$ cat config.mk
export PLATFORM = sky130hd
export DESIGN_NAME = msb_first_bit_packer_core
export DESIGN_NICKNAME = d
export VERILOG_FILES = /design/src/design/mbp_pkg.sv /design/src/design/mbp_front.sv /design/src/design/mbp_queue.sv /design/src/design/mbp_back.sv /design/src/design/msb_first_bit_packer_core.sv
export SDC_FILE = /design/constraint.sdc
export NUM_CORES = 1
export LEC_CHECK = 0
export BUFFER_PORTS_ARGS = -buffer_cell sky130_fd_sc_hd__buf_2
export CORE_UTILIZATION = 45
export DETAILED_ROUTE_END_ITERATION = 16
export PLACE_DENSITY = 0.59
export RECOVER_POWER = 100
export SLEW_MARGIN = 25
export SYNTH_ARGS = -nofsm -noshare
export SYNTH_HDL_FRONTEND = slang
export SYNTH_SLANG_ARGS = --single-unit
export TNS_END_PERCENT = 50
$ cat constraint.sdc
create_clock -name clk -period 5.1 [get_ports clk]
set_input_delay 1.275 -clock clk [delete_from_list [all_inputs] [get_ports clk]]
set_output_delay 1.275 -clock clk [all_outputs]
set_load 0.03 [all_outputs]
$ cat src/design/mbp_pkg.sv
`default_nettype none
// ----------------------------------------------------------------------------
// MSB-first bit packer package
// Shared widths, constants and the queue entry type of the bit packer.
// ----------------------------------------------------------------------------
package mbp_pkg;

  localparam int MAX_FIELD_BITS = 32;
  localparam int FIELD_W        = 32;
  localparam int COUNT_W        = 6;
  localparam int PEND_W         = 7;
  localparam int CNT_W          = 3;
  localparam int BYTE_W         = 8;
  localparam int BUF_W          = FIELD_W + BYTE_W;
  localparam int TOTAL_W        = 6;
  localparam int IN_TDATA_W     = 40;

  typedef struct packed {
    logic               flush;
    logic [COUNT_W-1:0] count;
    logic [FIELD_W-1:0] bits;
  } mbp_item_t;

  typedef struct packed {
    logic push;
    logic pop;
  } mbp_q_ctrl_t;

  typedef struct packed {
    logic full;
    logic empty;
  } mbp_q_stat_t;

endpackage
`default_nettype wire

$ cat src/design/mbp_front.sv
`default_nettype none
// ----------------------------------------------------------------------------
// Bit packer front end
// Accepts input items, saturates the bit count, left-aligns the field bits and
// drops items that append nothing before passing them to the queue.
// ----------------------------------------------------------------------------
module mbp_front (
  input  wire logic                        clk,
  input  wire logic                        rst_n,
  input  wire logic                        in_tvalid,
  output logic                             in_tready,
  input  wire logic [mbp_pkg::FIELD_W-1:0] field_value,
  input  wire logic [mbp_pkg::COUNT_W-1:0] bit_count,
  input  wire logic                        flush,
  input  wire mbp_pkg::mbp_q_stat_t        q_stat,
  output logic                             push,
  output mbp_pkg::mbp_item_t               item
);
  import mbp_pkg::*;

  logic               fr_valid_r, fr_valid_nxt;
  mbp_item_t          fr_item_r, fr_item_nxt;
  logic               accept;
  logic               keep;
  logic [COUNT_W-1:0] count_sat;
  logic [COUNT_W-1:0] align_shift;

  assign in_tready = !fr_valid_r || !q_stat.full;
  assign accept    = in_tvalid && in_tready;
  assign push      = fr_valid_r && !q_stat.full;
  assign item      = fr_item_r;

  always_comb begin
    if ({1'b0, bit_count} > 7'(MAX_FIELD_BITS)) begin
      count_sat = COUNT_W'(MAX_FIELD_BITS);
    end else begin
      count_sat = bit_count;
    end
    align_shift       = COUNT_W'(FIELD_W) - count_sat;
    keep              = flush || (count_sat != '0);
    fr_item_nxt.flush = flush;
    fr_item_nxt.count = count_sat;
    fr_item_nxt.bits  = field_value << align_shift;
    fr_valid_nxt      = (fr_valid_r && q_stat.full) || (accept && keep);
  end

  always_ff @(posedge clk) begin
    if (!rst_n) begin
      fr_valid_r <= 1'b0;
    end else begin
      fr_valid_r <= fr_valid_nxt;
    end
  end

  always_ff @(posedge clk) begin
    if (accept && keep) begin
      fr_item_r <= fr_item_nxt;
    end
  end

endmodule
`default_nettype wire

$ cat src/design/mbp_queue.sv
`default_nettype none
// ----------------------------------------------------------------------------
// Bit packer item queue
// Two-entry queue that decouples the front end from the byte emitter.
// ----------------------------------------------------------------------------
module mbp_queue (
  input  wire logic                 clk,
  input  wire logic                 rst_n,
  input  wire mbp_pkg::mbp_q_ctrl_t ctrl,
  input  wire mbp_pkg::mbp_item_t   wr_item,
  output mbp_pkg::mbp_q_stat_t      stat,
  output mbp_pkg::mbp_item_t        rd_item
);
  import mbp_pkg::*;

  mbp_item_t  mem_r [2];
  logic       wr_ptr_r, wr_ptr_nxt;
  logic       rd_ptr_r, rd_ptr_nxt;
  logic [1:0] fill_r, fill_nxt;
  logic       do_push;
  logic       do_pop;

  assign stat.full  = (fill_r == 2'd2);
  assign stat.empty = (fill_r == 2'd0);
  assign do_push    = ctrl.push && !stat.full;
  assign do_pop     = ctrl.pop && !stat.empty;
  assign rd_item    = mem_r[rd_ptr_r];

  always_comb begin
    wr_ptr_nxt = do_push ? !wr_ptr_r : wr_ptr_r;
    rd_ptr_nxt = do_pop ? !rd_ptr_r : rd_ptr_r;
    fill_nxt   = fill_r + {1'b0, do_push} - {1'b0, do_pop};
  end

  always_ff @(posedge clk) begin
    if (!rst_n) begin
      wr_ptr_r <= 1'b0;
      rd_ptr_r <= 1'b0;
      fill_r   <= 2'd0;
    end else begin
      wr_ptr_r <= wr_ptr_nxt;
      rd_ptr_r <= rd_ptr_nxt;
      fill_r   <= fill_nxt;
    end
  end

  always_ff @(posedge clk) begin
    if (do_push) begin
      mem_r[wr_ptr_r] <= wr_item;
    end
  end

endmodule
`default_nettype wire

$ cat src/design/mbp_back.sv
`default_nettype none
// ----------------------------------------------------------------------------
// Bit packer byte emitter
// Merges queued fields with the pending bits and emits completed bytes one
// per cycle while out_tready allows, through an output register.
// ----------------------------------------------------------------------------
module mbp_back (
  input  wire logic                       clk,
  input  wire logic                       rst_n,
  input  wire mbp_pkg::mbp_q_stat_t       q_stat,
  input  wire mbp_pkg::mbp_item_t         q_item,
  output logic                            pop,
  output logic                            out_tvalid,
  input  wire logic                       out_tready,
  output logic [mbp_pkg::BYTE_W-1:0]      out_byte,
  output logic                            out_last
);
  import mbp_pkg::*;

  typedef enum logic [1:0] {
    ST_IDLE = 2'b01,
    ST_EMIT = 2'b10
  } mbp_state_t;

  mbp_state_t          state_r, state_nxt;
  logic [PEND_W-1:0]   pend_r, pend_nxt;
  logic [CNT_W-1:0]    cnt_r, cnt_nxt;
  logic [BUF_W-1:0]    buf_r, buf_nxt;
  logic [TOTAL_W-1:0]  total_r, total_nxt;
  logic                ov_r, ov_nxt;
  logic [BYTE_W-1:0]   ob_r, ob_nxt;
  logic                ol_r, ol_nxt;
  logic [BUF_W-1:0]    pend_wide;
  logic [BUF_W-1:0]    new_wide;
  logic [BUF_W-1:0]    load_buf;
  logic [TOTAL_W-1:0]  load_total;
  logic                slot_free;
  logic                final_byte;

  assign out_tvalid = ov_r;
  assign out_byte   = ob_r;
  assign out_last   = ol_r;
  assign slot_free  = !ov_r || out_tready;
  assign pop        = (state_r == ST_IDLE) && !q_stat.empty;
  assign final_byte = (total_r < TOTAL_W'(2 * BYTE_W));

  always_comb begin
    pend_wide = {pend_r, {(BUF_W - PEND_W){1'b0}}};
    new_wide  = {q_item.bits, {BYTE_W{1'b0}}} >> cnt_r;
    if (q_item.flush) begin
      load_buf   = pend_wide;
      load_total = (cnt_r != '0) ? TOTAL_W'(BYTE_W) : '0;
    end else begin
      load_buf   = pend_wide | new_wide;
      load_total = TOTAL_W'(cnt_r) + q_item.count;
    end
  end

  always_comb begin
    state_nxt = state_r;
    pend_nxt  = pend_r;
    cnt_nxt   = cnt_r;
    buf_nxt   = buf_r;
    total_nxt = total_r;
    ov_nxt    = ov_r && !out_tready;
    ob_nxt    = ob_r;
    ol_nxt    = ol_r;
    case (state_r)
      ST_IDLE: begin
        if (pop) begin
          buf_nxt   = load_buf;
          total_nxt = load_total;
          if (load_total >= TOTAL_W'(BYTE_W)) begin
            state_nxt = ST_EMIT;
          end else begin
            pend_nxt = load_buf[BUF_W-1 -: PEND_W];
            cnt_nxt  = load_total[CNT_W-1:0];
          end
        end
      end
      ST_EMIT: begin
        if (slot_free) begin
          ov_nxt    = 1'b1;
          ob_nxt    = buf_r[BUF_W-1 -: BYTE_W];
          ol_nxt    = final_byte;
          buf_nxt   = buf_r << BYTE_W;
          total_nxt = total_r - TOTAL_W'(BYTE_W);
          if (final_byte) begin
            pend_nxt  = buf_r[BUF_W-BYTE_W-1 -: PEND_W];
            cnt_nxt   = total_r[CNT_W-1:0];
            state_nxt = ST_IDLE;
          end
        end
      end
      default: begin
        state_nxt = ST_IDLE;
      end
    endcase
  end

  always_ff @(posedge clk) begin
    if (!rst_n) begin
      state_r <= ST_IDLE;
      pend_r  <= '0;
      cnt_r   <= '0;
      ov_r    <= 1'b0;
    end else begin
      state_r <= state_nxt;
      pend_r  <= pend_nxt;
      cnt_r   <= cnt_nxt;
      ov_r    <= ov_nxt;
    end
  end

  always_ff @(posedge clk) begin
    buf_r   <= buf_nxt;
    total_r <= total_nxt;
    ob_r    <= ob_nxt;
    ol_r    <= ol_nxt;
  end

endmodule
`default_nettype wire

$ cat src/design/msb_first_bit_packer_core.sv
`default_nettype none
// ----------------------------------------------------------------------------
// MSB-first bit packer
// Appends variable-length bit fields to a byte stream, most significant bit
// first, and emits each completed byte with a last flag per input transfer.
// ----------------------------------------------------------------------------
// An input transfer carries up to 32 bits (the count saturates at 32) or a
// flush request that pads a partial byte with zeros. The front end registers
// each transfer into a two-entry queue; the emitter takes one queued item at a
// time and sends one byte per cycle while out_tready allows, and takes no new
// item until the last byte of the current one is in the output register. A
// zero-count item without flush is dropped by the front end. The last byte of
// each item carries out_tlast.
module msb_first_bit_packer_core (
  input  wire logic        clk,
  input  wire logic        rst_n,
  input  wire logic        in_tvalid,
  output logic             in_tready,
  input  wire logic [39:0] in_tdata,   // field_value[31:0], bit_count[37:32], zero pad
  input  wire logic        in_tuser,   // flush
  output logic             out_tvalid,
  input  wire logic        out_tready,
  output logic [7:0]       out_tdata,  // out_byte[7:0]
  output logic             out_tlast
);
  import mbp_pkg::*;

  mbp_q_ctrl_t q_ctrl;
  mbp_q_stat_t q_stat;
  mbp_item_t   fr_item;
  mbp_item_t   q_item;
  logic        fr_push;
  logic        bk_pop;

  assign q_ctrl.push = fr_push;
  assign q_ctrl.pop  = bk_pop;

  mbp_front u_front (
    .clk         (clk),
    .rst_n       (rst_n),
    .in_tvalid   (in_tvalid),
    .in_tready   (in_tready),
    .field_value (in_tdata[FIELD_W-1:0]),
    .bit_count   (in_tdata[FIELD_W +: COUNT_W]),
    .flush       (in_tuser),
    .q_stat      (q_stat),
    .push        (fr_push),
    .item        (fr_item)
  );

  mbp_queue u_queue (
    .clk     (clk),
    .rst_n   (rst_n),
    .ctrl    (q_ctrl),
    .wr_item (fr_item),
    .stat    (q_stat),
    .rd_item (q_item)
  );

  mbp_back u_back (
    .clk        (clk),
    .rst_n      (rst_n),
    .q_stat     (q_stat),
    .q_item     (q_item),
    .pop        (bk_pop),
    .out_tvalid (out_tvalid),
    .out_tready (out_tready),
    .out_byte   (out_tdata),
    .out_last   (out_tlast)
  );

endmodule
`default_nettype wire
After elaboration in Yosys (flattened, before gate mapping)
Memories as Yosys holds them, arrays and structs flattened. A register that Yosys moved wholly into a read port is not among the register bits.
Cells that the tools add are included.
W data, S select, Z words.
{"block": "classes", "addsub": 5, "n_lt_le_gt_ge": 3, "n_eq_ne": 8, "shifts": 2, "n_mux": 31, "n_bitwise": 1, "reduce_logical": 27}
{"op": "$mux W40", "n": 3}
{"op": "$pmux W40 S2", "n": 1}
{"op": "$or A40 B40 Y40", "n": 1}
{"op": "$shr A40 B3 Y40", "n": 1}
{"op": "$shl A32 B6 Y32", "n": 1}
{"op": "$mux W7", "n": 4}
{"op": "$mux W6", "n": 4}
{"op": "$pmux W7 S2", "n": 1}
{"op": "$mux W3", "n": 4}
{"op": "$pmux W6 S2", "n": 1}
{"op": "$logic_and A1 B1 Y1", "n": 8}
{"op": "$mux W2", "n": 4}
{"op": "$logic_not A1 Y1", "n": 7}
{"op": "$add A3 B6 Y6", "n": 1}
{"op": "$ge A6 B4 Y1 const B", "n": 1}
{"op": "$gt A6 B6 Y1 const B", "n": 1}
{"op": "$lt A6 B5 Y1 const B", "n": 1}
{"op": "$mux W1", "n": 6}
{"op": "$ne A2 B2 Y1 const B", "n": 3}
{"op": "$pmux W3 S2", "n": 1}
{"op": "$reduce_bool A6 Y1", "n": 1}
{"op": "$sub A6 B4 Y6 const B", "n": 1}
{"op": "$sub A6 B6 Y6 const A", "n": 1}
{"op": "$reduce_and A5 Y1", "n": 1}
{"op": "14 further kinds", "n": 19}
{"block": "word_totals", "regBits": 112, "ramBits": 78, "input_bits": 45, "out_inout_bits": 11, "elab_cells": 93, "mem_count": 1}
{"memory": "u_queue.mem_r", "depth": 2, "width": 39, "read_ports": 1, "rd_ports_with_merged_regs": 1, "wr": 1, "line": "mbp_queue.sv:16", "text": "mbp_item_t mem_r [2];"}

Longest topological paths before layout
Gate-level depths: netlist (run 1).
{"block": "depth", "word_depth": 7, "mapped_depth": 12, "ltp_nobuf": 9}

Cells and area by module
Synthesis (run 1) repeated with hierarchy kept, for this count alone.
{"block": "hier_totals", "cells_unflattened": 795, "area_unflattened_um2": 10346.2}
{"module": "mbp_back", "n_inst": 1, "cells_each": 344, "area_each_um2": 3932.5, "seq_area_each_um2": 1881.8}
{"module": "mbp_front", "n_inst": 1, "cells_each": 303, "area_each_um2": 3319.4, "seq_area_each_um2": 1191.1}
{"module": "mbp_queue", "n_inst": 1, "cells_each": 148, "area_each_um2": 3094.2, "seq_area_each_um2": 2442.3}

Least setup slack after synthesis (run 1)
Ideal clock, no wire load.
{"block": "synth_path", "path_kind": "in2reg", "from": "in in_tdata[37]", "to": "reg u_front.fr_item_r (netlist bit u_front.item[0]), enable pin", "setup_time_ns": 0.440, "t_arrival_ns": 3.726, "required_time_ns": 4.660, "setup_slack_ns": 0.934, "path_stages": 6, "path_buffers": 1, "path_cell_list": "nand2b_1 buf_6 ha_1 nand2b_1 o21ai_0 nor2b_1"}
{"block": "synth_via", "elab_chain_len": 5}
{"item": "from (decl)", "line": "msb_first_bit_packer_core.sv:19", "text": "input wire logic [39:0] in_tdata,"}
{"item": "$gt A6 B6 Y1", "line": "mbp_front.sv:34", "text": "if ({1'b0, bit_count} > 7'(MAX_FIELD_BITS)) begin"}
{"item": "$mux W6 *", "line": "mbp_front.sv:34"}
{"item": "$reduce_bool A6 Y1 *", "line": "mbp_front.sv:40", "text": "keep = flush || (count_sat != '0);"}
{"item": "$logic_or A1 B1 Y1 *", "line": "mbp_front.sv:40"}
{"item": "$logic_and A1 B1 Y1 *", "line": "mbp_front.sv:56", "text": "if (accept && keep) begin"}
{"item": "to (signal assigned)", "line": "mbp_front.sv:57", "text": "fr_item_r <= fr_item_nxt;"}
{"item": "to (decl)", "line": "mbp_front.sv:22", "text": "mbp_item_t fr_item_r, fr_item_nxt;"}
Every way passes the cells marked *; elsewhere a longest branch is shown, timed or not.
A chain may end at the register's enable or synchronous reset.

Worst setup path after layout (run 1)
{"block": "layout_path", "from": "in in_tdata[37]", "to": "reg u_front.fr_item_r (netlist bit u_front.item[22]) (data pin)"}
{"block": "layout_via", "elab_chain_len": 4}
{"item": "$gt A6 B6 Y1", "line": "mbp_front.sv:34"}
{"item": "$mux W6 *", "line": "mbp_front.sv:34"}
{"item": "$sub A6 B6 Y6 *", "line": "mbp_front.sv:39", "text": "align_shift = COUNT_W'(FIELD_W) - count_sat;"}
{"item": "$shl A32 B6 Y32 *", "line": "mbp_front.sv:43", "text": "fr_item_nxt.bits = field_value << align_shift;"}
Marked as above.

==> results.sh, run 1 <==
export IMPL_outcome="finished with violations"
export IMPL_violations="capacitance limit, slew limit"
export IMPL_n_antenna_cell=0
export IMPL_ant_nets=0
export IMPL_crit_type="in2reg"
export IMPL_die_area_um2=22900
export IMPL_hold_violations=0
export IMPL_max_cap_violations=2
export IMPL_placement_cell_area_um2=10600
export IMPL_worst_hold_path_type="reg2reg"
export IMPL_antenna_found_initial=0
export IMPL_drv_slew=87
export IMPL_max_freq_ghz=0.234
export IMPL_drc_errors=0
export IMPL_ys_warnings_count=0
export IMPL_grt_usage=0.187
export IMPL_syn_avg_cell_area_um2=12.7
export IMPL_yosys_most_used_dff="edfxtp_1"
export IMPL_tightest_slew_ps=2190
export IMPL_cts_root_buf="clkbuf_16"
export IMPL_syn_nets=846
export IMPL_ir_drop_uv=223
export IMPL_grt_overflow=0
export IMPL_routed_wl_um=20200
export IMPL_wl_per_cell_um=18.0
export IMPL_drt_iter0_markers=428
export IMPL_clk_pin_slew_ps=70
export IMPL_clockBufferDepth=2
export IMPL_final_nets=884
export IMPL_finalWeightedCongestion=0.896
export IMPL_finalSetupTns_ps=0
export IMPL_required_ps=5360
export IMPL_setup_ws_ps=826
export IMPL_cp_max_fo=33
export IMPL_grt_first_pass_wirelength_um=33000
export IMPL_initial_core_util=0.459
export IMPL_finish_utilization=0.505
export IMPL_placed_cells=1089
export IMPL_cp_arrival_ps=4530
export IMPL_preCtsSetupSlack_ps=797
export IMPL_yosysSeqAreaShare=0.549
export IMPL_h_tree_depth=4
export IMPL_relSlewSlack=-0.460
export IMPL_cts_sinks=190
export IMPL_grt_max_degree=47
export IMPL_chipWidth_um=151
export IMPL_drive_gt1_frac=0.160
export IMPL_synth_edff_count=171
export IMPL_p_per_area_nw_per_um2=491
export IMPL_firstDrtPassIters=5
export IMPL_insertion_delay_ps=430
export IMPL_finalInstanceArea_um2=11100
export IMPL_ys_async_sr_fraction=0
export IMPL_row_count=54
export IMPL_rsz0062_at_grt="false"
export IMPL_io_buffer_count=53
export IMPL_grt_pass1_vias=6447
export IMPL_holdBufCountCts=0
export IMPL_ys_ff_latch=190
export IMPL_cp_start_kind="input port"
export IMPL_post_synth_instance_area_um2=10100
export IMPL_io_pins=56
export IMPL_core_um2=21900
export IMPL_r2r_start="u_back.state_r[0]"
export IMPL_clock_skew_ps=6.78
export IMPL_cts_setup_buffers=0
export IMPL_p_leak_nw=4.07
export IMPL_ctsResizeCount=0
export IMPL_vias=6496
export IMPL_nFillCells=1968
export IMPL_die_y_um=151
export IMPL_setup_worst_path_end_class="flop"
export IMPL_via_per_inst=5.79
export IMPL_finalSetupViolCount=0
export IMPL_setup_worst_path_start="in_tdata[37]"
export IMPL_period_needed_ps=4270
export IMPL_p_total_mw=5.43
export IMPL_area_growth_pct=9.98
export IMPL_whs_ps=421
export IMPL_numCtsBuffers=17
export IMPL_hpwl_um=14900
export IMPL_cts_tree="done"
export IMPL_finalNonFillerCells=1122
export IMPL_min_from="u_back.buf_r[38]"
export IMPL_syn_instance_count=791
export IMPL_synthDistinctLibCells=65
export IMPL_fin_crit_sh=0.838
## synthesized netlist by cell type, types with 2 or more instances
master | count | area share
edfxtp_1 | 171 | 0.51
buf_8 | 2 | 0.0030
nor2_1 | 58 | 0.022
a22o_1 | 9 | 0.0078
o21ai_1 | 3 | 0.0015
buf_6 | 6 | 0.0067
buf_2 | 8 | 0.0040
a211o_1 | 2 | 0.0017
a21oi_1 | 25 | 0.012
and3_1 | 13 | 0.0081
inv_1 | 10 | 0.0037
nor3_1 | 6 | 0.0030
clkbuf_1 | 23 | 0.0086
a32o_1 | 14 | 0.014
o21ai_0 | 25 | 0.012
and2_1 | 11 | 0.0068
dfxtp_1 | 19 | 0.038
a22oi_1 | 2 | 0.0015
a211oi_1 | 9 | 0.0067
a31oi_1 | 11 | 0.0068
or2_2 | 2 | 0.0012
mux4_2 | 33 | 0.074
buf_4 | 5 | 0.0037
clkinv_1 | 4 | 0.0015
nor2b_1 | 7 | 0.0044
mux2_2 | 11 | 0.012
mux2_1 | 2 | 0.0022
ha_1 | 9 | 0.011
nand2_2 | 2 | 0.0012
nand2_1 | 97 | 0.036
o22ai_1 | 10 | 0.0062
xor2_1 | 4 | 0.0035
xnor2_1 | 7 | 0.0061
nand2b_1 | 7 | 0.0044
buf_1 | 5 | 0.0019
or3_1 | 2 | 0.0012
mux2i_1 | 111 | 0.11
a2111oi_0 | 2 | 0.0017
nand3_1 | 18 | 0.0090
## cell type report
type	count	area (µm²)	share of cell area
multi-input cells	537	4180	0.378
clock buffers	18	429	0.0388
flip-flops and latches	190	5520	0.499
well taps	280	350	0.0317
clock inverters	14	151	0.0137
inverters	15	58.8	0.00532
repair buffers	68	374	0.0338
## power by group
part / switching [mW] / leakage (nW) / total (mW) / internal (mW)
sequential: 0.154 / 1.80 / 2.38 / 2.23
combinational: 1.06 / 2.00 / 1.76 / 0.698
clock: 0.629 / 0.274 / 1.28 / 0.655
total: 1.84 / 4.07 / 5.43 / 3.58
## routing by layer
layer / GRT usage / wire [µm]
met4: 0.0785 / 427
met2: 0.306 / 9940
met5: 0 / 0
met1: 0.248 / 9250
met3: 0.0269 / 596
## cells by family (layout without fill, tap and decap cells)
group | after synthesis | count (layout) | synth area share
AO/OA/AOI/OAI | 128 | 128 | 0.0902
XOR/XNOR | 12 | 12 | 0.0123
adder cells (fa/ha/maj) | 10 | 10 | 0.0132
buffers and inverters | 64 | 115 | 0.0337
flip-flops | 190 | 190 | 0.549
multiplexers | 157 | 157 | 0.199
AND/OR/NAND/NOR | 230 | 230 | 0.103
## worst max-delay path: stages
cell      delay, ps
clkbuf_1        210
nand2b_1        520
inv_4           320
or3_1           470
xnor2_2         970
nand2_1         430
o22ai_1         320
## layout by cell type (no fill, tap or decap), types with 4 or more instances in the layout
cell	synthesis	final
edfxtp_1	171	171
mux2i_1	111	111
nand2_1	97	99
nor2_1	58	58
buf_2	8	39
mux4_2	33	33
o21ai_0	25	27
a21oi_1	25	25
clkbuf_1	23	20
nand3_1	18	18
clkbuf_16	0	17
dfxtp_1	19	17
a32o_1	14	14
and3_1	13	13
mux2_2	11	11
a31oi_1	11	11
inv_1	10	10
o22ai_1	10	10
a211oi_1	9	9
a22o_1	9	9
ha_1	9	9
nor2b_1	7	8
and2_0	0	8
buf_4	5	8
nand2b_1	7	7
nor3_1	6	6
xnor2_1	7	6
clkinv_1	4	4
xor2_1	4	4
inv_6	0	4
inv_8	0	4
## flip-flops by register name (all words and copies together) (netlist names), named ones only
| name | cells |
|---|---|
| u_front.item | 39 |
| u_back.cnt_r | 3 |
| u_back.total_r | 6 |
| u_queue.fill_r | 2 |
| u_back.out_tvalid | 1 |
| u_back.state_r | 2 |
| u_back.pend_r | 7 |
| u_back.buf_r | 39 |
| u_front.fr_valid_r | 1 |
| u_queue.mem_r | 78 |
| u_queue.wr_ptr_r | 1 |
| u_queue.rd_ptr_r | 1 |
| u_back.out_byte | 8 |
| u_back.out_last | 1 |
## final timing paths
check / end / slack, ps / depth (start not counted)
hold / removal: u_back.out_byte[6] / 420 / 0
setup / recovery: u_front.item[22] / 830 / 7
setup reg to reg: u_back.cnt_r[2] / 1010 / 8
hold reg to reg: u_back.out_byte[6] / 420 / 0
Power figures use the tool's default switching activity.
==> run 2, diff against run 1 <==
Settings changed: PLACE_DENSITY 0.59 to 0.61.
Clock period 5.1 ns to 3.5 ns, I/O delays scaled along.
==> run 2 against run 1 <==
  * The flow still finishes with violations (capacitance limit, slew limit)
  * Register-to-register slack worse by 620 ps
  * Final area is 0.59% higher
  * Via count is 1.5% lower
  * Critical path type unchanged
  * Largest cell class unchanged
==> results.sh, run 2 (synthesis results as in run 1) <==
export IMPL_outcome="finished with violations"
export IMPL_violations="capacitance limit, slew limit"
export IMPL_finalSetupViolCount=0
export IMPL_io_pins=56
export IMPL_die_y_um=151
export IMPL_vias=6396
export IMPL_grt_usage=0.185
export IMPL_pwr_share_clk=0.241
export IMPL_cts_sinks=190
export IMPL_die_area_um2=22900
export IMPL_drv_slew=85
export IMPL_max_freq_ghz=0.315
export IMPL_area_growth_pct=10.6
export IMPL_ant_nets=0
export IMPL_setup_worst_path_end_class="flop"
export IMPL_cts_tree="done"
export IMPL_internal_power_mw=5.31
export IMPL_pwr_share_comb=0.322
export IMPL_drt_iter0_markers=383
export IMPL_io_buffer_count=53
export IMPL_final_common_cell="edfxtp_1"
export IMPL_crit_type="in2reg"
export IMPL_initial_core_util=0.459
export IMPL_grt_max_degree=45
export IMPL_preCtsSetupSlack_ps=-19.6
export IMPL_max_cap_violations=2
export IMPL_clockBufferDepth=2
export IMPL_hold_violations=0
export IMPL_via_per_inst=5.66
export IMPL_worst_hold_path_type="reg2reg"
export IMPL_core_um2=21900
export IMPL_grt_pass1_vias=6319
export IMPL_regMostFlops="u_queue.mem_r"
export IMPL_tightest_slew_ps=2190
export IMPL_min_from="u_back.buf_r[33]"
export IMPL_holdBufCountCts=0
export IMPL_h_tree_depth=4
export IMPL_cp_max_fo=31
export IMPL_antenna_found_initial=0
export IMPL_firstDrtPassIters=5
export IMPL_netSwitchingPower_mw=2.61
export IMPL_clk_pin_slew_ps=70
export IMPL_drc_errors=0
export IMPL_fin_crit_sh=0.907
export IMPL_cts_setup_buffers=0
export IMPL_required_ps=3560
export IMPL_grt_overflow=0
export IMPL_p_per_area_nw_per_um2=712
export IMPL_wl_per_cell_um=17.4
export IMPL_setup_worst_path_start="in_tdata[37]"
export IMPL_drive_gt1_frac=0.168
export IMPL_hpwl_um=14600
export IMPL_clock_skew_ps=11.9
export IMPL_final_nets=893
export IMPL_rsz0062_at_grt="false"
export IMPL_insertion_delay_ps=440
export IMPL_setup_ws_ps=326
export IMPL_whs_ps=415
export IMPL_cp_start_kind="input port"
export IMPL_seq_power_share=0.437
export IMPL_p_leak_nw=4.13
export IMPL_ctsResizeCount=0
export IMPL_switching_share=0.329
export IMPL_final_cell_mix="edfxtp_1, mux2i_1, nand2_1, nor2_1, buf_2"
export IMPL_relSlewSlack=-0.460
export IMPL_numCtsBuffers=17
export IMPL_largest_reg_flops=78
export IMPL_finalWeightedCongestion=0.881
export IMPL_cts_root_buf="clkbuf_16"
export IMPL_chipWidth_um=151
export IMPL_period_needed_ps=3170
export IMPL_grt_first_pass_wirelength_um=32500
export IMPL_p_total_mw=7.92
export IMPL_ir_drop_uv=350
export IMPL_n_antenna_cell=0
export IMPL_row_count=54
export IMPL_cp_arrival_ps=3240
export IMPL_routed_wl_um=19700
-- run 2: metal layers --
layer	vias to the layer above	track usage	wire, µm
met1	3106	0.246	9030
li1	3120	-	-
met5	-	0	0
met2	139	0.299	9600
met4	0	0.0785	425
met3	31	0.0332	622
-- run 2: critical path: stages --
cell and delay [ps]:
buf_2 140, nand2b_1 220, ha_1 320, nand2b_1 100, o21ai_0 180, nor2b_1 700
clkbuf_2 680
-- run 2: cell type report --
class	instances	area, µm²
Clock inverter	13	155
Sequential cell	190	5520
Tap cell	280	350
Clock buffer	19	433
Multi-Input combinational cell	537	4190
Inverter	15	58.8
Timing Repair Buffer	77	418
Fill cell	1935	10800
-- run 2: stage by stage --
stage | TNS (ps) | instance area [µm²] | utilization | cells
after global placement | 0 | 10600 | 0.484 | 1097
after global routing | 0 | 11100 | 0.508 | 1131
after detailed placement | -20.4 | 10600 | 0.485 | 1098
after CTS | 0 | 11200 | 0.512 | 1130
after floorplan | 0 | 10100 | - | 791
final | 0 | 11100 | 0.508 | 1131
-- run 2: worst paths after layout --
| check | cells after the start | slack [ps] | end |
|---|---|---|---|
| max | 7 | 330 | u_front.item[14] |
| min | 0 | 410 | u_back.out_byte[1] |
| max reg2reg | 6 | 390 | u_back.cnt_r[2] |
| min reg2reg | 0 | 410 | u_back.out_byte[1] |
-- run 2: power groups by stage --
stage	clock [mW]	sequential [mW]	combinational [mW]
finish	1.91	3.46	2.55
global route	2.05	3.52	2.81
CTS	1.95	3.45	2.60
detailed placement	0	3.50	2.59
global placement	0	3.47	2.53
floorplan	0	3.45	1.98
